--- src/rtl/qtl_pkg.sv ---
`timescale 1ns / 1ps
`default_nettype none

package qtl_pkg;

   // Position counter width default
   localparam int PositionBitsDefault = 20;

   // Result field widths
   localparam int KindBits    = 5;
   localparam int FieldBits   = 20;
   localparam int MaxTokens   = 3;
   localparam int CountBits   = 2;
   localparam int ReqDataBits = 8;
   localparam int RspDataBits = 48;

   // Bundle queue between the lexer front and the token back end
   localparam int QueueDepth    = 4;
   localparam int QueuePtrBits  = $clog2(QueueDepth);
   localparam int QueueFillBits = $clog2(QueueDepth + 1);

   // Token kinds
   localparam logic [KindBits-1:0] KIND_NAME     = 5'd0;
   localparam logic [KindBits-1:0] KIND_INT      = 5'd1;
   localparam logic [KindBits-1:0] KIND_STRING   = 5'd2;
   localparam logic [KindBits-1:0] KIND_BLOCK    = 5'd3;
   localparam logic [KindBits-1:0] KIND_LBRACE   = 5'd4;
   localparam logic [KindBits-1:0] KIND_RBRACE   = 5'd5;
   localparam logic [KindBits-1:0] KIND_LBRACKET = 5'd6;
   localparam logic [KindBits-1:0] KIND_RBRACKET = 5'd7;
   localparam logic [KindBits-1:0] KIND_LPAREN   = 5'd8;
   localparam logic [KindBits-1:0] KIND_RPAREN   = 5'd9;
   localparam logic [KindBits-1:0] KIND_COLON    = 5'd10;
   localparam logic [KindBits-1:0] KIND_BANG     = 5'd11;
   localparam logic [KindBits-1:0] KIND_AMP      = 5'd12;
   localparam logic [KindBits-1:0] KIND_SPREAD   = 5'd13;
   localparam logic [KindBits-1:0] KIND_EQUALS   = 5'd14;
   localparam logic [KindBits-1:0] KIND_PIPE     = 5'd15;
   localparam logic [KindBits-1:0] KIND_AT       = 5'd16;
   localparam logic [KindBits-1:0] KIND_END      = 5'd17;
   localparam logic [KindBits-1:0] KIND_INVALID  = 5'd18;

   // Character codes
   localparam logic [7:0] CHAR_QUOTE    = 8'h22;
   localparam logic [7:0] CHAR_UNDER    = 8'h5F;
   localparam logic [7:0] CHAR_LF       = 8'h0A;
   localparam logic [7:0] CHAR_CR       = 8'h0D;
   localparam logic [7:0] CHAR_ZERO     = 8'h30;
   localparam logic [7:0] CHAR_NINE     = 8'h39;
   localparam logic [7:0] CHAR_UPPER_A  = 8'h41;
   localparam logic [7:0] CHAR_UPPER_Z  = 8'h5A;
   localparam logic [7:0] CHAR_LOWER_A  = 8'h61;
   localparam logic [7:0] CHAR_LOWER_Z  = 8'h7A;
   localparam logic [7:0] CHAR_DOT      = 8'h2E;
   localparam logic [7:0] CHAR_HASH     = 8'h23;
   localparam logic [7:0] CHAR_LBRACE   = 8'h7B;
   localparam logic [7:0] CHAR_RBRACE   = 8'h7D;
   localparam logic [7:0] CHAR_LBRACKET = 8'h5B;
   localparam logic [7:0] CHAR_RBRACKET = 8'h5D;
   localparam logic [7:0] CHAR_LPAREN   = 8'h28;
   localparam logic [7:0] CHAR_RPAREN   = 8'h29;
   localparam logic [7:0] CHAR_COLON    = 8'h3A;
   localparam logic [7:0] CHAR_BANG     = 8'h21;
   localparam logic [7:0] CHAR_AMP      = 8'h26;
   localparam logic [7:0] CHAR_EQUALS   = 8'h3D;
   localparam logic [7:0] CHAR_PIPE     = 8'h7C;
   localparam logic [7:0] CHAR_AT       = 8'h40;

   // Scanner modes
   typedef enum logic [3:0] {
      MODE_IDLE    = 4'd0,
      MODE_NAME    = 4'd1,
      MODE_INT     = 4'd2,
      MODE_COMMENT = 4'd3,
      MODE_DOT1    = 4'd4,
      MODE_DOT2    = 4'd5,
      MODE_QUOTE1  = 4'd6,
      MODE_QUOTE2  = 4'd7,
      MODE_STRING  = 4'd8,
      MODE_BLOCK   = 4'd9
   } mode_type;

   typedef struct packed {
      logic [FieldBits-1:0] length;
      logic [FieldBits-1:0] offset;
      logic [KindBits-1:0]  kind;
   } token_type;

   // All tokens caused by one input byte, in emission order from slot 0
   typedef struct packed {
      logic [CountBits-1:0]            count;
      token_type [MaxTokens-1:0]       tok;
   } bundle_type;

   typedef struct packed {
      logic                     full;
      logic                     empty;
      logic [QueueFillBits-1:0] fill;
   } queue_status_type;

   function automatic logic is_digit(input logic [7:0] b);
      return (b >= CHAR_ZERO) && (b <= CHAR_NINE);
   endfunction

   function automatic logic is_name_start(input logic [7:0] b);
      return ((b >= CHAR_UPPER_A) && (b <= CHAR_UPPER_Z)) ||
             ((b >= CHAR_LOWER_A) && (b <= CHAR_LOWER_Z)) || (b == CHAR_UNDER);
   endfunction

   function automatic logic is_punct(input logic [7:0] b);
      logic hit;
      case (b)
         CHAR_LBRACE, CHAR_RBRACE, CHAR_LBRACKET, CHAR_RBRACKET, CHAR_LPAREN,
         CHAR_RPAREN, CHAR_COLON, CHAR_BANG, CHAR_AMP, CHAR_EQUALS, CHAR_PIPE,
         CHAR_AT: hit = 1'b1;
         default: hit = 1'b0;
      endcase
      return hit;
   endfunction

   function automatic logic [KindBits-1:0] punct_kind(input logic [7:0] b);
      logic [KindBits-1:0] k;
      case (b)
         CHAR_LBRACE:   k = KIND_LBRACE;
         CHAR_RBRACE:   k = KIND_RBRACE;
         CHAR_LBRACKET: k = KIND_LBRACKET;
         CHAR_RBRACKET: k = KIND_RBRACKET;
         CHAR_LPAREN:   k = KIND_LPAREN;
         CHAR_RPAREN:   k = KIND_RPAREN;
         CHAR_COLON:    k = KIND_COLON;
         CHAR_BANG:     k = KIND_BANG;
         CHAR_AMP:      k = KIND_AMP;
         CHAR_EQUALS:   k = KIND_EQUALS;
         CHAR_PIPE:     k = KIND_PIPE;
         CHAR_AT:       k = KIND_AT;
         default:       k = KIND_INVALID;
      endcase
      return k;
   endfunction

endpackage

`default_nettype wire

--- src/rtl/qtl_front.sv ---
`timescale 1ns / 1ps
`default_nettype none

// Lexer front: scanner state and per-byte classification into a token bundle
module qtl_front #(
   parameter int POSITION_BITS = qtl_pkg::PositionBitsDefault
) (
   input  wire logic                 clock,
   input  wire logic                 reset,
   input  wire logic                 in_valid,
   input  wire logic                 in_ready,
   input  wire logic [7:0]           text_byte,
   input  wire logic                 end_of_text,
   output logic                      push_valid,
   output qtl_pkg::bundle_type       push_bundle
);

   localparam logic [POSITION_BITS-1:0] PosMax = {POSITION_BITS{1'b1}};
   localparam logic [POSITION_BITS-1:0] PosOne = POSITION_BITS'(1);

   qtl_pkg::mode_type          mode_ff, mode_in;
   logic [POSITION_BITS-1:0]   pos_ff, pos_in;
   logic [POSITION_BITS-1:0]   start_ff, start_in;
   logic [1:0]                 quote_ff, quote_in;

   logic                       accept;
   logic [POSITION_BITS-1:0]   pos_next;
   logic [1:0]                 quote_inc;

   // Outcome of lexing the byte with nothing pending
   qtl_pkg::mode_type          il_mode;
   logic                       il_set_start;
   logic [POSITION_BITS-1:0]   il_start;
   logic                       il_tok_valid;
   qtl_pkg::token_type         il_tok;

   logic                       use_idle;
   logic [1:0]                 pre_n;
   qtl_pkg::token_type         pre0, pre1;
   logic                       extra_valid;
   qtl_pkg::token_type         extra;

   function automatic logic [POSITION_BITS-1:0] sat_inc(input logic [POSITION_BITS-1:0] v);
      return (v == PosMax) ? v : v + PosOne;
   endfunction

   function automatic logic [POSITION_BITS-1:0] sub_floor(
      input logic [POSITION_BITS-1:0] a,
      input logic [POSITION_BITS-1:0] b
   );
      return (a > b) ? a - b : '0;
   endfunction

   // Offsets and lengths leave as 20-bit fields whatever the counter width
   function automatic qtl_pkg::token_type make_tok(
      input logic [qtl_pkg::KindBits-1:0] k,
      input logic [POSITION_BITS-1:0]     off,
      input logic [POSITION_BITS-1:0]     len
   );
      logic [POSITION_BITS+qtl_pkg::FieldBits-1:0] off_ext;
      logic [POSITION_BITS+qtl_pkg::FieldBits-1:0] len_ext;
      qtl_pkg::token_type t;
      off_ext  = {{qtl_pkg::FieldBits{1'b0}}, off};
      len_ext  = {{qtl_pkg::FieldBits{1'b0}}, len};
      t.kind   = k;
      t.offset = off_ext[qtl_pkg::FieldBits-1:0];
      t.length = len_ext[qtl_pkg::FieldBits-1:0];
      return t;
   endfunction

   assign accept    = in_valid && in_ready;
   assign pos_next  = sat_inc(pos_ff);
   assign quote_inc = quote_ff + 2'd1;

   // Idle-mode classification of the incoming byte
   always_comb begin
      il_mode      = qtl_pkg::MODE_IDLE;
      il_set_start = 1'b0;
      il_start     = pos_ff;
      il_tok_valid = 1'b0;
      il_tok       = make_tok(qtl_pkg::punct_kind(text_byte), pos_ff, PosOne);
      if (qtl_pkg::is_digit(text_byte)) begin
         il_mode      = qtl_pkg::MODE_INT;
         il_set_start = 1'b1;
      end else if (qtl_pkg::is_name_start(text_byte)) begin
         il_mode      = qtl_pkg::MODE_NAME;
         il_set_start = 1'b1;
      end else if (qtl_pkg::is_punct(text_byte)) begin
         il_tok_valid = 1'b1;
      end else if (text_byte == qtl_pkg::CHAR_DOT) begin
         il_mode      = qtl_pkg::MODE_DOT1;
         il_set_start = 1'b1;
      end else if (text_byte == qtl_pkg::CHAR_HASH) begin
         il_mode      = qtl_pkg::MODE_COMMENT;
      end else if (text_byte == qtl_pkg::CHAR_QUOTE) begin
         il_mode      = qtl_pkg::MODE_QUOTE1;
         il_set_start = 1'b1;
         il_start     = pos_next;
      end
   end

   // Pending-token handling and next state
   always_comb begin
      mode_in     = mode_ff;
      pos_in      = pos_next;
      start_in    = start_ff;
      quote_in    = quote_ff;
      use_idle    = 1'b0;
      pre_n       = 2'd0;
      pre0        = make_tok(qtl_pkg::KIND_INVALID, start_ff, PosOne);
      pre1        = make_tok(qtl_pkg::KIND_INVALID, sat_inc(start_ff), PosOne);
      extra_valid = 1'b0;
      extra       = il_tok;

      if (end_of_text) begin
         case (mode_ff)
            qtl_pkg::MODE_NAME: begin
               pre_n = 2'd1;
               pre0  = make_tok(qtl_pkg::KIND_NAME, start_ff, sub_floor(pos_ff, start_ff));
            end
            qtl_pkg::MODE_INT: begin
               pre_n = 2'd1;
               pre0  = make_tok(qtl_pkg::KIND_INT, start_ff, sub_floor(pos_ff, start_ff));
            end
            qtl_pkg::MODE_DOT1: pre_n = 2'd1;
            qtl_pkg::MODE_DOT2: pre_n = 2'd2;
            qtl_pkg::MODE_QUOTE1, qtl_pkg::MODE_QUOTE2: begin
               pre_n = 2'd1;
               pre0  = make_tok(qtl_pkg::KIND_STRING, start_ff, '0);
            end
            qtl_pkg::MODE_STRING: begin
               pre_n = 2'd1;
               pre0  = make_tok(qtl_pkg::KIND_STRING, start_ff, sub_floor(pos_ff, start_ff));
            end
            qtl_pkg::MODE_BLOCK: begin
               pre_n = 2'd1;
               pre0  = make_tok(qtl_pkg::KIND_BLOCK, start_ff, sub_floor(pos_ff, start_ff));
            end
            default: pre_n = 2'd0;
         endcase
         extra_valid = 1'b1;
         extra       = make_tok(qtl_pkg::KIND_END, pos_ff, '0);
         mode_in     = qtl_pkg::MODE_IDLE;
         pos_in      = '0;
         start_in    = '0;
         quote_in    = 2'd0;
      end else begin
         case (mode_ff)
            qtl_pkg::MODE_NAME: begin
               if (!(qtl_pkg::is_name_start(text_byte) || qtl_pkg::is_digit(text_byte))) begin
                  pre_n    = 2'd1;
                  pre0     = make_tok(qtl_pkg::KIND_NAME, start_ff,
                                      sub_floor(pos_ff, start_ff));
                  use_idle = 1'b1;
               end
            end
            qtl_pkg::MODE_INT: begin
               if (!qtl_pkg::is_digit(text_byte)) begin
                  pre_n    = 2'd1;
                  pre0     = make_tok(qtl_pkg::KIND_INT, start_ff,
                                      sub_floor(pos_ff, start_ff));
                  use_idle = 1'b1;
               end
            end
            qtl_pkg::MODE_COMMENT: begin
               if (text_byte == qtl_pkg::CHAR_LF || text_byte == qtl_pkg::CHAR_CR) begin
                  mode_in = qtl_pkg::MODE_IDLE;
               end
            end
            qtl_pkg::MODE_DOT1: begin
               if (text_byte == qtl_pkg::CHAR_DOT) begin
                  mode_in = qtl_pkg::MODE_DOT2;
               end else begin
                  pre_n    = 2'd1;
                  use_idle = 1'b1;
               end
            end
            qtl_pkg::MODE_DOT2: begin
               if (text_byte == qtl_pkg::CHAR_DOT) begin
                  pre_n   = 2'd1;
                  pre0    = make_tok(qtl_pkg::KIND_SPREAD, start_ff, POSITION_BITS'(3));
                  mode_in = qtl_pkg::MODE_IDLE;
               end else begin
                  pre_n    = 2'd2;
                  use_idle = 1'b1;
               end
            end
            qtl_pkg::MODE_QUOTE1: begin
               mode_in = (text_byte == qtl_pkg::CHAR_QUOTE) ? qtl_pkg::MODE_QUOTE2
                                                            : qtl_pkg::MODE_STRING;
            end
            qtl_pkg::MODE_QUOTE2: begin
               if (text_byte == qtl_pkg::CHAR_QUOTE) begin
                  mode_in  = qtl_pkg::MODE_BLOCK;
                  start_in = pos_next;
                  quote_in = 2'd0;
               end else begin
                  // two quotes then something else: empty string
                  pre_n    = 2'd1;
                  pre0     = make_tok(qtl_pkg::KIND_STRING, start_ff, '0);
                  use_idle = 1'b1;
               end
            end
            qtl_pkg::MODE_STRING: begin
               if (text_byte == qtl_pkg::CHAR_QUOTE) begin
                  pre_n   = 2'd1;
                  pre0    = make_tok(qtl_pkg::KIND_STRING, start_ff,
                                     sub_floor(pos_ff, start_ff));
                  mode_in = qtl_pkg::MODE_IDLE;
               end
            end
            qtl_pkg::MODE_BLOCK: begin
               if (text_byte == qtl_pkg::CHAR_QUOTE) begin
                  if (quote_inc == 2'd3) begin
                     pre_n    = 2'd1;
                     pre0     = make_tok(qtl_pkg::KIND_BLOCK, start_ff,
                                         sub_floor(sub_floor(pos_ff, POSITION_BITS'(2)),
                                                   start_ff));
                     mode_in  = qtl_pkg::MODE_IDLE;
                     quote_in = 2'd0;
                  end else begin
                     quote_in = quote_inc;
                  end
               end else begin
                  quote_in = 2'd0;
               end
            end
            default: use_idle = 1'b1;
         endcase

         if (use_idle) begin
            mode_in     = il_mode;
            extra_valid = il_tok_valid;
            if (il_set_start) begin
               start_in = il_start;
            end
         end
      end
   end

   // Pack the bundle: pending tokens first, then the trailing one
   always_comb begin
      push_bundle.count  = pre_n + {1'b0, extra_valid};
      push_bundle.tok[0] = (pre_n == 2'd0) ? extra : pre0;
      push_bundle.tok[1] = (pre_n == 2'd1) ? extra : pre1;
      push_bundle.tok[2] = extra;
   end

   assign push_valid = accept && (push_bundle.count != '0);

   // Scanner state
   always_ff @(posedge clock) begin
      if (reset) begin
         mode_ff  <= qtl_pkg::MODE_IDLE;
         pos_ff   <= '0;
         start_ff <= '0;
         quote_ff <= 2'd0;
      end else if (accept) begin
         mode_ff  <= mode_in;
         pos_ff   <= pos_in;
         start_ff <= start_in;
         quote_ff <= quote_in;
      end
   end

endmodule

`default_nettype wire

--- src/rtl/qtl_queue.sv ---
`timescale 1ns / 1ps
`default_nettype none

// Short bundle queue between the front and the back end
module qtl_queue (
   input  wire logic                       clock,
   input  wire logic                       reset,
   input  wire logic                       push,
   input  wire qtl_pkg::bundle_type        push_data,
   input  wire logic                       pop,
   output qtl_pkg::bundle_type             head,
   output qtl_pkg::queue_status_type       status
);

   qtl_pkg::bundle_type                       slot_ff [qtl_pkg::QueueDepth];
   logic [qtl_pkg::QueuePtrBits-1:0]          wr_ptr_ff, wr_ptr_in;
   logic [qtl_pkg::QueuePtrBits-1:0]          rd_ptr_ff, rd_ptr_in;
   logic [qtl_pkg::QueueFillBits-1:0]         fill_ff, fill_in;
   logic                                      do_push, do_pop;

   assign status.fill  = fill_ff;
   assign status.empty = (fill_ff == '0);
   assign status.full  = (fill_ff == qtl_pkg::QueueFillBits'(qtl_pkg::QueueDepth));

   assign do_push = push && !status.full;
   assign do_pop  = pop && !status.empty;
   assign head    = slot_ff[rd_ptr_ff];

   // Pointer and fill bookkeeping
   always_comb begin
      wr_ptr_in = do_push ? wr_ptr_ff + qtl_pkg::QueuePtrBits'(1) : wr_ptr_ff;
      rd_ptr_in = do_pop  ? rd_ptr_ff + qtl_pkg::QueuePtrBits'(1) : rd_ptr_ff;
      fill_in   = fill_ff;
      if (do_push && !do_pop) begin
         fill_in = fill_ff + qtl_pkg::QueueFillBits'(1);
      end else if (do_pop && !do_push) begin
         fill_in = fill_ff - qtl_pkg::QueueFillBits'(1);
      end
   end

   always_ff @(posedge clock) begin
      if (reset) begin
         wr_ptr_ff <= '0;
         rd_ptr_ff <= '0;
         fill_ff   <= '0;
      end else begin
         wr_ptr_ff <= wr_ptr_in;
         rd_ptr_ff <= rd_ptr_in;
         fill_ff   <= fill_in;
      end
   end

   // Storage
   always_ff @(posedge clock) begin
      if (do_push) begin
         slot_ff[wr_ptr_ff] <= push_data;
      end
   end

endmodule

`default_nettype wire

--- src/rtl/qtl_back.sv ---
`timescale 1ns / 1ps
`default_nettype none

// Back end: moves head tokens to the output register, one per cycle unless stalled
module qtl_back (
   input  wire logic                                clock,
   input  wire logic                                reset,
   input  wire qtl_pkg::bundle_type                 head,
   input  wire logic                                head_valid,
   output logic                                     pop,
   output logic                                     rsp_tvalid,
   input  wire logic                                rsp_tready,
   output logic [qtl_pkg::RspDataBits-1:0]          rsp_tdata,
   output logic                                     rsp_tlast
);

   logic [qtl_pkg::CountBits-1:0] idx_ff, idx_in;
   logic                          out_valid_ff, out_valid_in;
   qtl_pkg::token_type            out_tok_ff;
   logic                          out_last_ff;
   logic                          load;
   logic                          tok_last;

   // Move a token whenever the output register is free or being drained
   assign load     = head_valid && (!out_valid_ff || rsp_tready);
   assign tok_last = (idx_ff == head.count - qtl_pkg::CountBits'(1));
   assign pop      = load && tok_last;

   always_comb begin
      idx_in       = idx_ff;
      out_valid_in = out_valid_ff && !rsp_tready;
      if (load) begin
         idx_in       = tok_last ? '0 : idx_ff + qtl_pkg::CountBits'(1);
         out_valid_in = 1'b1;
      end
   end

   always_ff @(posedge clock) begin
      if (reset) begin
         idx_ff       <= '0;
         out_valid_ff <= 1'b0;
      end else begin
         idx_ff       <= idx_in;
         out_valid_ff <= out_valid_in;
      end
   end

   // Output payload
   always_ff @(posedge clock) begin
      if (load) begin
         out_tok_ff  <= head.tok[idx_ff];
         out_last_ff <= tok_last;
      end
   end

   assign rsp_tvalid = out_valid_ff;
   assign rsp_tlast  = out_last_ff;
   assign rsp_tdata  = {{(qtl_pkg::RspDataBits - $bits(qtl_pkg::token_type)){1'b0}},
                        out_tok_ff};

endmodule

`default_nettype wire

--- src/rtl/query_token_lexer_core.sv ---
`timescale 1ns / 1ps
`default_nettype none

// Streaming query lexer. Feed the query one byte per transfer on req_, with
// req_tlast high on a closing transfer that carries no byte: it flushes any
// pending token, emits the end token and rewinds the position to zero. Tokens
// come out on rsp_ as kind, offset and length, with rsp_tlast on the last
// token caused by one input transfer. The front takes one byte every cycle
// unless the bundle queue is full; each token leaves the output register in
// a cycle of its own. A byte that closes one token and opens a punctuator, a
// stray double dot or the end marker yields two or three tokens, which the
// four-entry queue absorbs. A byte's first token is registered in the queue,
// then in the output register. No clearing pass after reset.
module query_token_lexer_core #(
   parameter int POSITION_BITS = qtl_pkg::PositionBitsDefault
) (
   input  wire logic                               clock,
   input  wire logic                               reset,
   input  wire logic                               req_tvalid,
   output logic                                    req_tready,
   input  wire logic [qtl_pkg::ReqDataBits-1:0]    req_tdata,   // [7:0] text_byte
   input  wire logic                               req_tlast,   // end_of_text
   output logic                                    rsp_tvalid,
   input  wire logic                               rsp_tready,
   // [4:0] token_kind, [24:5] token_offset, [44:25] token_length, [47:45] zero
   output logic [qtl_pkg::RspDataBits-1:0]         rsp_tdata,
   output logic                                    rsp_tlast    // last_of_run
);

   logic                        push_valid;
   qtl_pkg::bundle_type         push_bundle;
   logic                        pop;
   qtl_pkg::bundle_type         head;
   qtl_pkg::queue_status_type   queue_status;

   assign req_tready = !queue_status.full;

   qtl_front #(
      .POSITION_BITS (POSITION_BITS)
   ) u_front (
      .clock       (clock),
      .reset       (reset),
      .in_valid    (req_tvalid),
      .in_ready    (req_tready),
      .text_byte   (req_tdata),
      .end_of_text (req_tlast),
      .push_valid  (push_valid),
      .push_bundle (push_bundle)
   );

   qtl_queue u_queue (
      .clock     (clock),
      .reset     (reset),
      .push      (push_valid),
      .push_data (push_bundle),
      .pop       (pop),
      .head      (head),
      .status    (queue_status)
   );

   qtl_back u_back (
      .clock      (clock),
      .reset      (reset),
      .head       (head),
      .head_valid (!queue_status.empty),
      .pop        (pop),
      .rsp_tvalid (rsp_tvalid),
      .rsp_tready (rsp_tready),
      .rsp_tdata  (rsp_tdata),
      .rsp_tlast  (rsp_tlast)
   );

   // A closing transfer always queues at least the end token
   assert property (@(posedge clock) disable iff (reset)
      (req_tvalid && req_tready && req_tlast) |-> push_valid)
      else $error("end of text accepted without queuing a bundle");

   // Nothing appears at the output while the queue is empty
   assert property (@(posedge clock) disable iff (reset)
      (queue_status.empty && !rsp_tvalid) |=> !rsp_tvalid)
      else $error("token emitted with no bundle queued");

   // The queue never overfills
   assert property (@(posedge clock) disable iff (reset)
      queue_status.fill <= qtl_pkg::QueueFillBits'(qtl_pkg::QueueDepth))
      else $error("bundle queue fill beyond depth");

endmodule

`default_nettype wire

--- config.mk ---
export PLATFORM = sky130hd
export DESIGN_NAME = query_token_lexer_core
export DESIGN_NICKNAME = d
export VERILOG_FILES = /design/src/rtl/qtl_pkg.sv /design/src/rtl/qtl_front.sv /design/src/rtl/qtl_queue.sv /design/src/rtl/qtl_back.sv /design/src/rtl/query_token_lexer_core.sv
export SDC_FILE = /design/constraint.sdc
export NUM_CORES = 1
export LEC_CHECK = 0
export BUFFER_PORTS_ARGS = -buffer_cell sky130_fd_sc_hd__buf_4
export CAP_MARGIN = 20
export CORE_ASPECT_RATIO = 2
export CORE_MARGIN = 4
export CORE_UTILIZATION = 50
export DETAILED_ROUTE_END_ITERATION = 6
export PLACE_DENSITY = 0.71
export SLEW_MARGIN = 20
export SYNTH_ARGS = -nofsm -noshare
export SYNTH_HDL_FRONTEND = slang
export SYNTH_SLANG_ARGS = --single-unit
export TNS_END_PERCENT = 50
--- constraint.sdc ---
create_clock -name clock -period 9.9 [get_ports clock]
set_clock_uncertainty 0.15 [all_clocks]
set_input_delay 0.495 -clock clock [delete_from_list [all_inputs] [get_ports clock]]
set_output_delay 0.495 -clock clock [all_outputs]
set_load 0.03 [all_outputs]
## Word level (Yosys, flattened, before mapping)

Memories as Yosys holds them, arrays and structs flattened. A register that Yosys moved wholly into a read port is not among the register bits.
Index checks and enable logic that the tools add are counted.

- Latch bits: 0
- Memories kept: 1
- Bits in registers: 102
- Memory bits (read-only): 0
- RAM bits: 396

- $lt $le $gt $ge: 10
- Bitwise gates (word level): 0
- Shift-type cells: 0
- Div/mod/pow operators: 0
- Equal/unequal tests: 41
- Muxes and demuxes: 94
- Multiply operators: 0
- Reductions and logical operators: 36
- Add/sub/neg operators: 13

Memories:

| name | words | width | rd ports | clocked after memory_dff | wr ports | line | source |
|---|---|---|---|---|---|---|---|
| u_queue.slot_ff | 4 | 99 | 1 | 1 | 1 | qtl_queue.sv:15 | `qtl_pkg::bundle_type slot_ff [qtl_pkg::QueueDepth];` |

Operators with widths:

| operator | count |
|---|---|
| $mux W45 | 8 |
| $mux W20 | 17 |
| $pmux W45 S6 | 1 |
| $pmux W45 S5 | 1 |
| $bmux W45 S2 | 1 |
| $mux W26 | 3 |
| $eq A8 B6 Y1 const B | 9 |
| $mux W4 | 15 |
| $pmux W5 S12 | 1 |
| $eq A8 B7 Y1 const B | 7 |
| $add A20 B1 Y20 const B | 2 |
| $eq A20 B20 Y1 const B | 2 |
| $gt A20 B20 Y1 | 2 |
| $sub A20 B20 Y20 | 2 |
| $mux W1 | 28 |
| $ne A4 B2 Y1 const B | 7 |
| $pmux W4 S7 | 1 |
| $mux W27 | 1 |
| $gt A20 B2 Y1 const B | 1 |
| $mux W2 | 10 |
| $sub A20 B2 Y20 const B | 1 |
| $eq A4 B3 Y1 const B | 4 |
| $eq A8 B4 Y1 const B | 2 |
| $ge A8 B7 Y1 const B | 2 |
| 35 further kinds | 66 |

## Depth between registers and ports, before layout

- Depth after elaboration: 19
- Gate-level depth with buffers: 19

## Cells and area by module

A second synthesis with hierarchy kept.

- Cell total of the unflattened synthesis: 2124
- Area, all modules: 30349.1 µm²

By module, submodules not included:

| module | cells an instance | instances | area an instance (µm²) |
|---|---|---|---|
| qtl_queue | 763 | 1 | 20194.4 |
| qtl_front | 1134 | 1 | 7614.8 |
| qtl_back | 225 | 1 | 2532.4 |
| query_token_lexer_core | 2 | 1 | 7.5 |

## Least setup slack after synthesis

Ideal clock, no wire load.

- Path kind: input-to-reg
- Start point: in req_tdata[3] in the netlist's numbering
- End point: mem u_queue.slot_ff[0][0] in the netlist's numbering, enable pin
- Slack: 4041 ps
- Cell stages on the path: 13
- Arrival time: 5240 ps
- Setup time: 469 ps
- Cells stage by stage: buf_2 nor2_1 nand3_1 clkbuf_1 a41oi_1 a32o_1 inv_2 clkbuf_1 ha_1 xnor2_1 nor2_1 nor2_1 and2_1

RTL lines:

| element | line | source |
|---|---|---|
| from (decl) | query_token_lexer_core.sv:21 | `input wire logic [qtl_pkg::ReqDataBits-1:0] req_tdata,` |
| to (decl) | qtl_queue.sv:15 |  |

==> impl_table.tex <==
\begin{tabular}{lr}
\hline
Metric & Value \\
\hline
\multicolumn{2}{l}{\textbf{Critical path}} \\
\quad Cell mode on critical path & sky130\_fd\_sc\_hd\_\_nor2\_1 \\
\quad Critical-path cell list & buf\_4, nor2\_1, nand3\_1, or3\_1, a32o\_1, inv\_2, ha\_1, xnor2\_1, nor2\_1, nor2\_1, and2\_4, buf\_4 \\
\quad Worst-path fanout max & 67 \\
\quad Biggest cell delay along the critical path & 0.95 ns \\
\quad Type of the worst setup path & in2reg \\
\quad CP Capture Type & flip-flop \\
\quad Cell with the largest stage delay on the worst path & sky130\_fd\_sc\_hd\_\_and2\_4 \\
\quad Worst endpoint data arrival time & 6.36 ns \\
\quad Worst EP required & 9.94 ns \\
\quad Startpoint types & input pin \\
\multicolumn{2}{l}{\textbf{Clocking}} \\
\quad \# Post-CTS Setup Buffers & 0 \\
\quad Clock tree from TritonCTS & built \\
\quad Clock Tree Buf Depth & 3 \\
\quad Clock latency at the later pin of the worst-skew pair & 0.56 ns \\
\quad Resize count post-CTS & 0 \\
\quad Cts hold-fix bufs & 0 \\
\quad H-tree lvl count & 2 \\
\quad CTS root buffer & sky130\_fd\_sc\_hd\_\_clkbuf\_16 \\
\quad Clk sinks & 500 \\
\quad TritonCTS buffer count & 43 \\
\quad CTS clock-pin slew for the worst setup and hold paths & 0.07 ns \\
\multicolumn{2}{l}{\textbf{Synth}} \\
\quad Top cell type by total area after synthesis & sky130\_fd\_sc\_hd\_\_edfxtp\_1 \\
\quad Number of storage elements in the synthesis netlist & 500 \\
\quad Largest cells by area after synthesis & sky130\_fd\_sc\_hd\_\_edfxtp\_1 (55\%), sky130\_fd\_sc\_hd\_\_mux4\_2 (9.2\%), sky130\_fd\_sc\_hd\_\_dfxtp\_1 (4.8\%) \\
\quad Fraction of the mapped netlist area in compound gates & 10.2\% \\
\quad Arithmetic-cell share of the synthesized area counting full adders, half adders and majority gates & 2.93\% \\
\quad Post-Syn Area per Cell & 13.0 µm² \\
\quad Top cell type's share of synthesized area & 54.7\% \\
\quad Fraction of synthesized area in multiplexers & 11.0\% \\
\quad Synth Area in Simple Gates & 10.5\% \\
\quad Count of different cell masters after synthesis & 93 \\
\quad Ys flop type & sky130\_fd\_sc\_hd\_\_edfxtp\_1 \\
\quad Summed instance area of the synthesized netlist & 24300 µm² \\
\quad Library cell with the highest instance count after synthesis & sky130\_fd\_sc\_hd\_\_edfxtp\_1 \\
\quad Most frequent cells after synthesis & sky130\_fd\_sc\_hd\_\_edfxtp\_1 (442), sky130\_fd\_sc\_hd\_\_nand2\_1 (156), sky130\_fd\_sc\_hd\_\_nor2\_1 (127) \\
\quad Number of enable flip-flop cells after synthesis & 442 \\
\quad Total number of yosys warnings & 0 \\
\quad Sequential cell area fraction in the yosys report & 59.5\% \\
\quad Post-synthesis async set-or-reset flop share & 0\% \\
\quad Syn Inst Count & 1863 \\
\quad Dominant combinational cell family by area after synthesis & multiplexers \\
\quad Area share of xor/xnor cells in the synthesized design & 2.82\% \\
\multicolumn{2}{l}{\textbf{Timing}} \\
\quad Least setup slack across all paths after layout & 3.58 ns \\
\quad Fin crit period & 6.32 ns \\
\quad Total Neg Setup Slack & 0 ns \\
\quad Measured slew at the worst slew-check pin & 1.09 ns \\
\quad Upper clock frequency limit & 158 MHz \\
\quad RSZ-0062 raised after global routing & no \\
\quad Final setup violation count & 0 \\
\quad Share of the clock period used by the worst path & 63.9\% \\
\quad Worst hold slack & 0.0846 ns \\
\quad Max-slew violation total from the final report & 0 \\
\quad Normalized max-slew margin & 27.2\% \\
\quad Final Hold Fails & 0 \\
\multicolumn{2}{l}{\textbf{Final layout}} \\
\quad Final Non-Filler Cells & 2556 \\
\quad Net count of the finished layout & 1958 \\
\quad Area Overhead vs Synth & 10.5\% \\
\quad Fraction of layout instances using a drive strength above 1 & 15.5\% \\
\quad N\_diodes & 0 \\
\multicolumn{2}{l}{\textbf{Routing}} \\
\quad Number of remaining DRC errors & 0 \\
\quad Avg WL per Cell & 25.1 µm \\
\quad Number of iterations in the first detailed-routing pass & 5 \\
\quad Number of vias per cell & 6.28 \\
\quad Via count & 16000 \\
\quad Final routed wirelength across all metal layers & 64.1 mm \\
\quad Remaining antenna violation count & 0 \\
\quad First DRT Iteration DRCs & 1297 \\
\multicolumn{2}{l}{\textbf{Global route}} \\
\quad First-pass GRT wire length & 97.1 mm \\
\quad Vias in the first global route & 16200 \\
\quad Initial antenna violation count & 0 \\
\quad Aggregate global routing overflow & 0 \\
\quad Pin count of the biggest net entering global routing & 68 \\
\quad Gr usage total & 24.5\% \\
\multicolumn{2}{l}{\textbf{Power and ir drop}} \\
\quad Leak pwr & 9.12 nW \\
\quad IR Drop Worst-Case VDD & 0.338 mV \\
\quad Total power after layout & 0.00608 W \\
\quad Total power divided by cell area & 227 nW/µm² \\
\multicolumn{2}{l}{\textbf{Place}} \\
\quad Final weighted congestion in routability-driven placement & 0.972 \\
\quad \# port buffers & 60 \\
\quad Placed Cells incl. Taps & 2477 \\
\quad DPL Wire Length & 42.8 mm \\
\quad Post-Place Worst Slack & 3.12 ns \\
\multicolumn{2}{l}{\textbf{Die}} \\
\quad Die boundary height & 320 µm \\
\quad Top Ports & 64 \\
\quad Area of the die & 52300 µm² \\
\quad Core Rows & 113 \\
\quad Die width & 164 µm \\
\quad Core box area & 47800 µm² \\
\quad Starting density of the core & 50.8\% \\
\multicolumn{2}{l}{\textbf{Job}} \\
\quad Number of max-cap violations & 0 \\
\multicolumn{2}{l}{\textbf{Hold path}} \\
\quad Path category of the worst min-delay check & in2reg \\
\multicolumn{2}{l}{\textbf{Outcome}} \\
\quad Run status & completed \\
\hline
\end{tabular}
-- layout by cell type, fill, tap and decap left out, types with 26 or more instances in the layout --
cell type and n:
sky130_fd_sc_hd__nor3_1 29, sky130_fd_sc_hd__clkbuf_16 45, sky130_fd_sc_hd__a21oi_1 85, sky130_fd_sc_hd__edfxtp_1 442, sky130_fd_sc_hd__ha_1 52, sky130_fd_sc_hd__nand3_1 51, sky130_fd_sc_hd__xor2_1 26, sky130_fd_sc_hd__mux2i_1 36
sky130_fd_sc_hd__buf_4 89, sky130_fd_sc_hd__xnor2_1 52, sky130_fd_sc_hd__inv_1 75, sky130_fd_sc_hd__mux4_2 99, sky130_fd_sc_hd__nand2_1 156, sky130_fd_sc_hd__o21ai_0 105, sky130_fd_sc_hd__dfxtp_1 55, sky130_fd_sc_hd__o22ai_1 33
sky130_fd_sc_hd__nor2b_1 27, sky130_fd_sc_hd__nor2_1 127
-- metrics by stage --
| step | utilization [%] | instance area (µm²) |
|---|---|---|
| 6_report | 56.1 | 26800 |
| 4_1_cts | 56.1 | 26800 |
| 3_5_place_dp | 52.9 | 25300 |
| 3_3_place_gp | 52.9 | 25300 |
| 5_1_grt | 56.1 | 26800 |
| 2_1_floorplan | - | 24300 |
-- cells by family (layout without fill, tap and decap cells) --
group,Yosys count,in the layout
and+or+nand+nor,519,519
DFF,500,500
AOI/OAI and AO/OA,384,384
buffers and inverters,185,244
muxes,141,141
xor gates and xnor gates,78,78
adders and majority gates,55,55
other,1,3
-- flip-flops by register name, indices dropped and copies added, names as in the netlist, named ones only --
signal and count:
u_back.rsp_tdata 45, u_front.pos_ff 20, u_back.idx_ff 2, u_queue.rd_ptr_ff 2, u_front.mode_ff 4, u_front.quote_ff 2
u_back.rsp_tlast 1, u_front.start_ff 20, u_queue.wr_ptr_ff 2, u_queue.fill_ff 3, u_queue.slot_ff 396, u_back.rsp_tvalid 1
-- path summary, 6_finish.rpt --
kind	cells after the start	to	slack [ns]	from
worst min register to register	1	u_front.start_ff[14]$_SDFFE_PP0P_	0.34	u_front.start_ff[14]$_SDFFE_PP0P_
worst max-delay path	12	u_queue.slot_ff[2][4]$_DFFE_PP_	3.58	req_tdata[2]
worst max register to register	12	u_queue.slot_ff[2][4]$_DFFE_PP_	3.62	u_front.mode_ff[1]$_SDFFE_PP0P_
worst min-delay path	4	u_back.rsp_tvalid$_SDFF_PP0_	0.08	rsp_tready
-- power by group --
group	total, W	internal (W)	switching, W	leakage [nW]
registers	0.00268	0.00259	0.0000910	4.57
logic	0.00160	0.000619	0.000977	3.81
clock network	0.00180	0.00105	0.000754	0.733
total	0.00608	0.00425	0.00182	9.12
-- cell type report --
cell class / instances / area, µm²
Clock buffer: 55 / 1200
Clock inverter: 24 / 308
Fill cell: 3896 / 21000
Inverter: 76 / 285
Multi-Input combinational cell: 1180 / 9120
Sequential cell: 500 / 14400
Tap cell: 632 / 791
Timing Repair Buffer: 89 / 668
-- routing by layer --
layer	up-vias	GRT usage [%]	routed length, µm
li1	7158	-	-
met5	-	0	0
met2	724	43.8	33900
met1	7937	27.2	21600
met3	227	2.33	3440
met4	0	16.6	5150
-- critical path: cells and delay by family --
| family | cells | cell delay [ns] |
|---|---|---|
| compound gates | 1 | 0.37 |
| xor+xnor | 1 | 0.21 |
| fa+ha+maj | 1 | 0.29 |
| buf+inv | 3 | 1.37 |
| simple gates | 6 | 3.47 |
(Power assumes the default switching activity.)
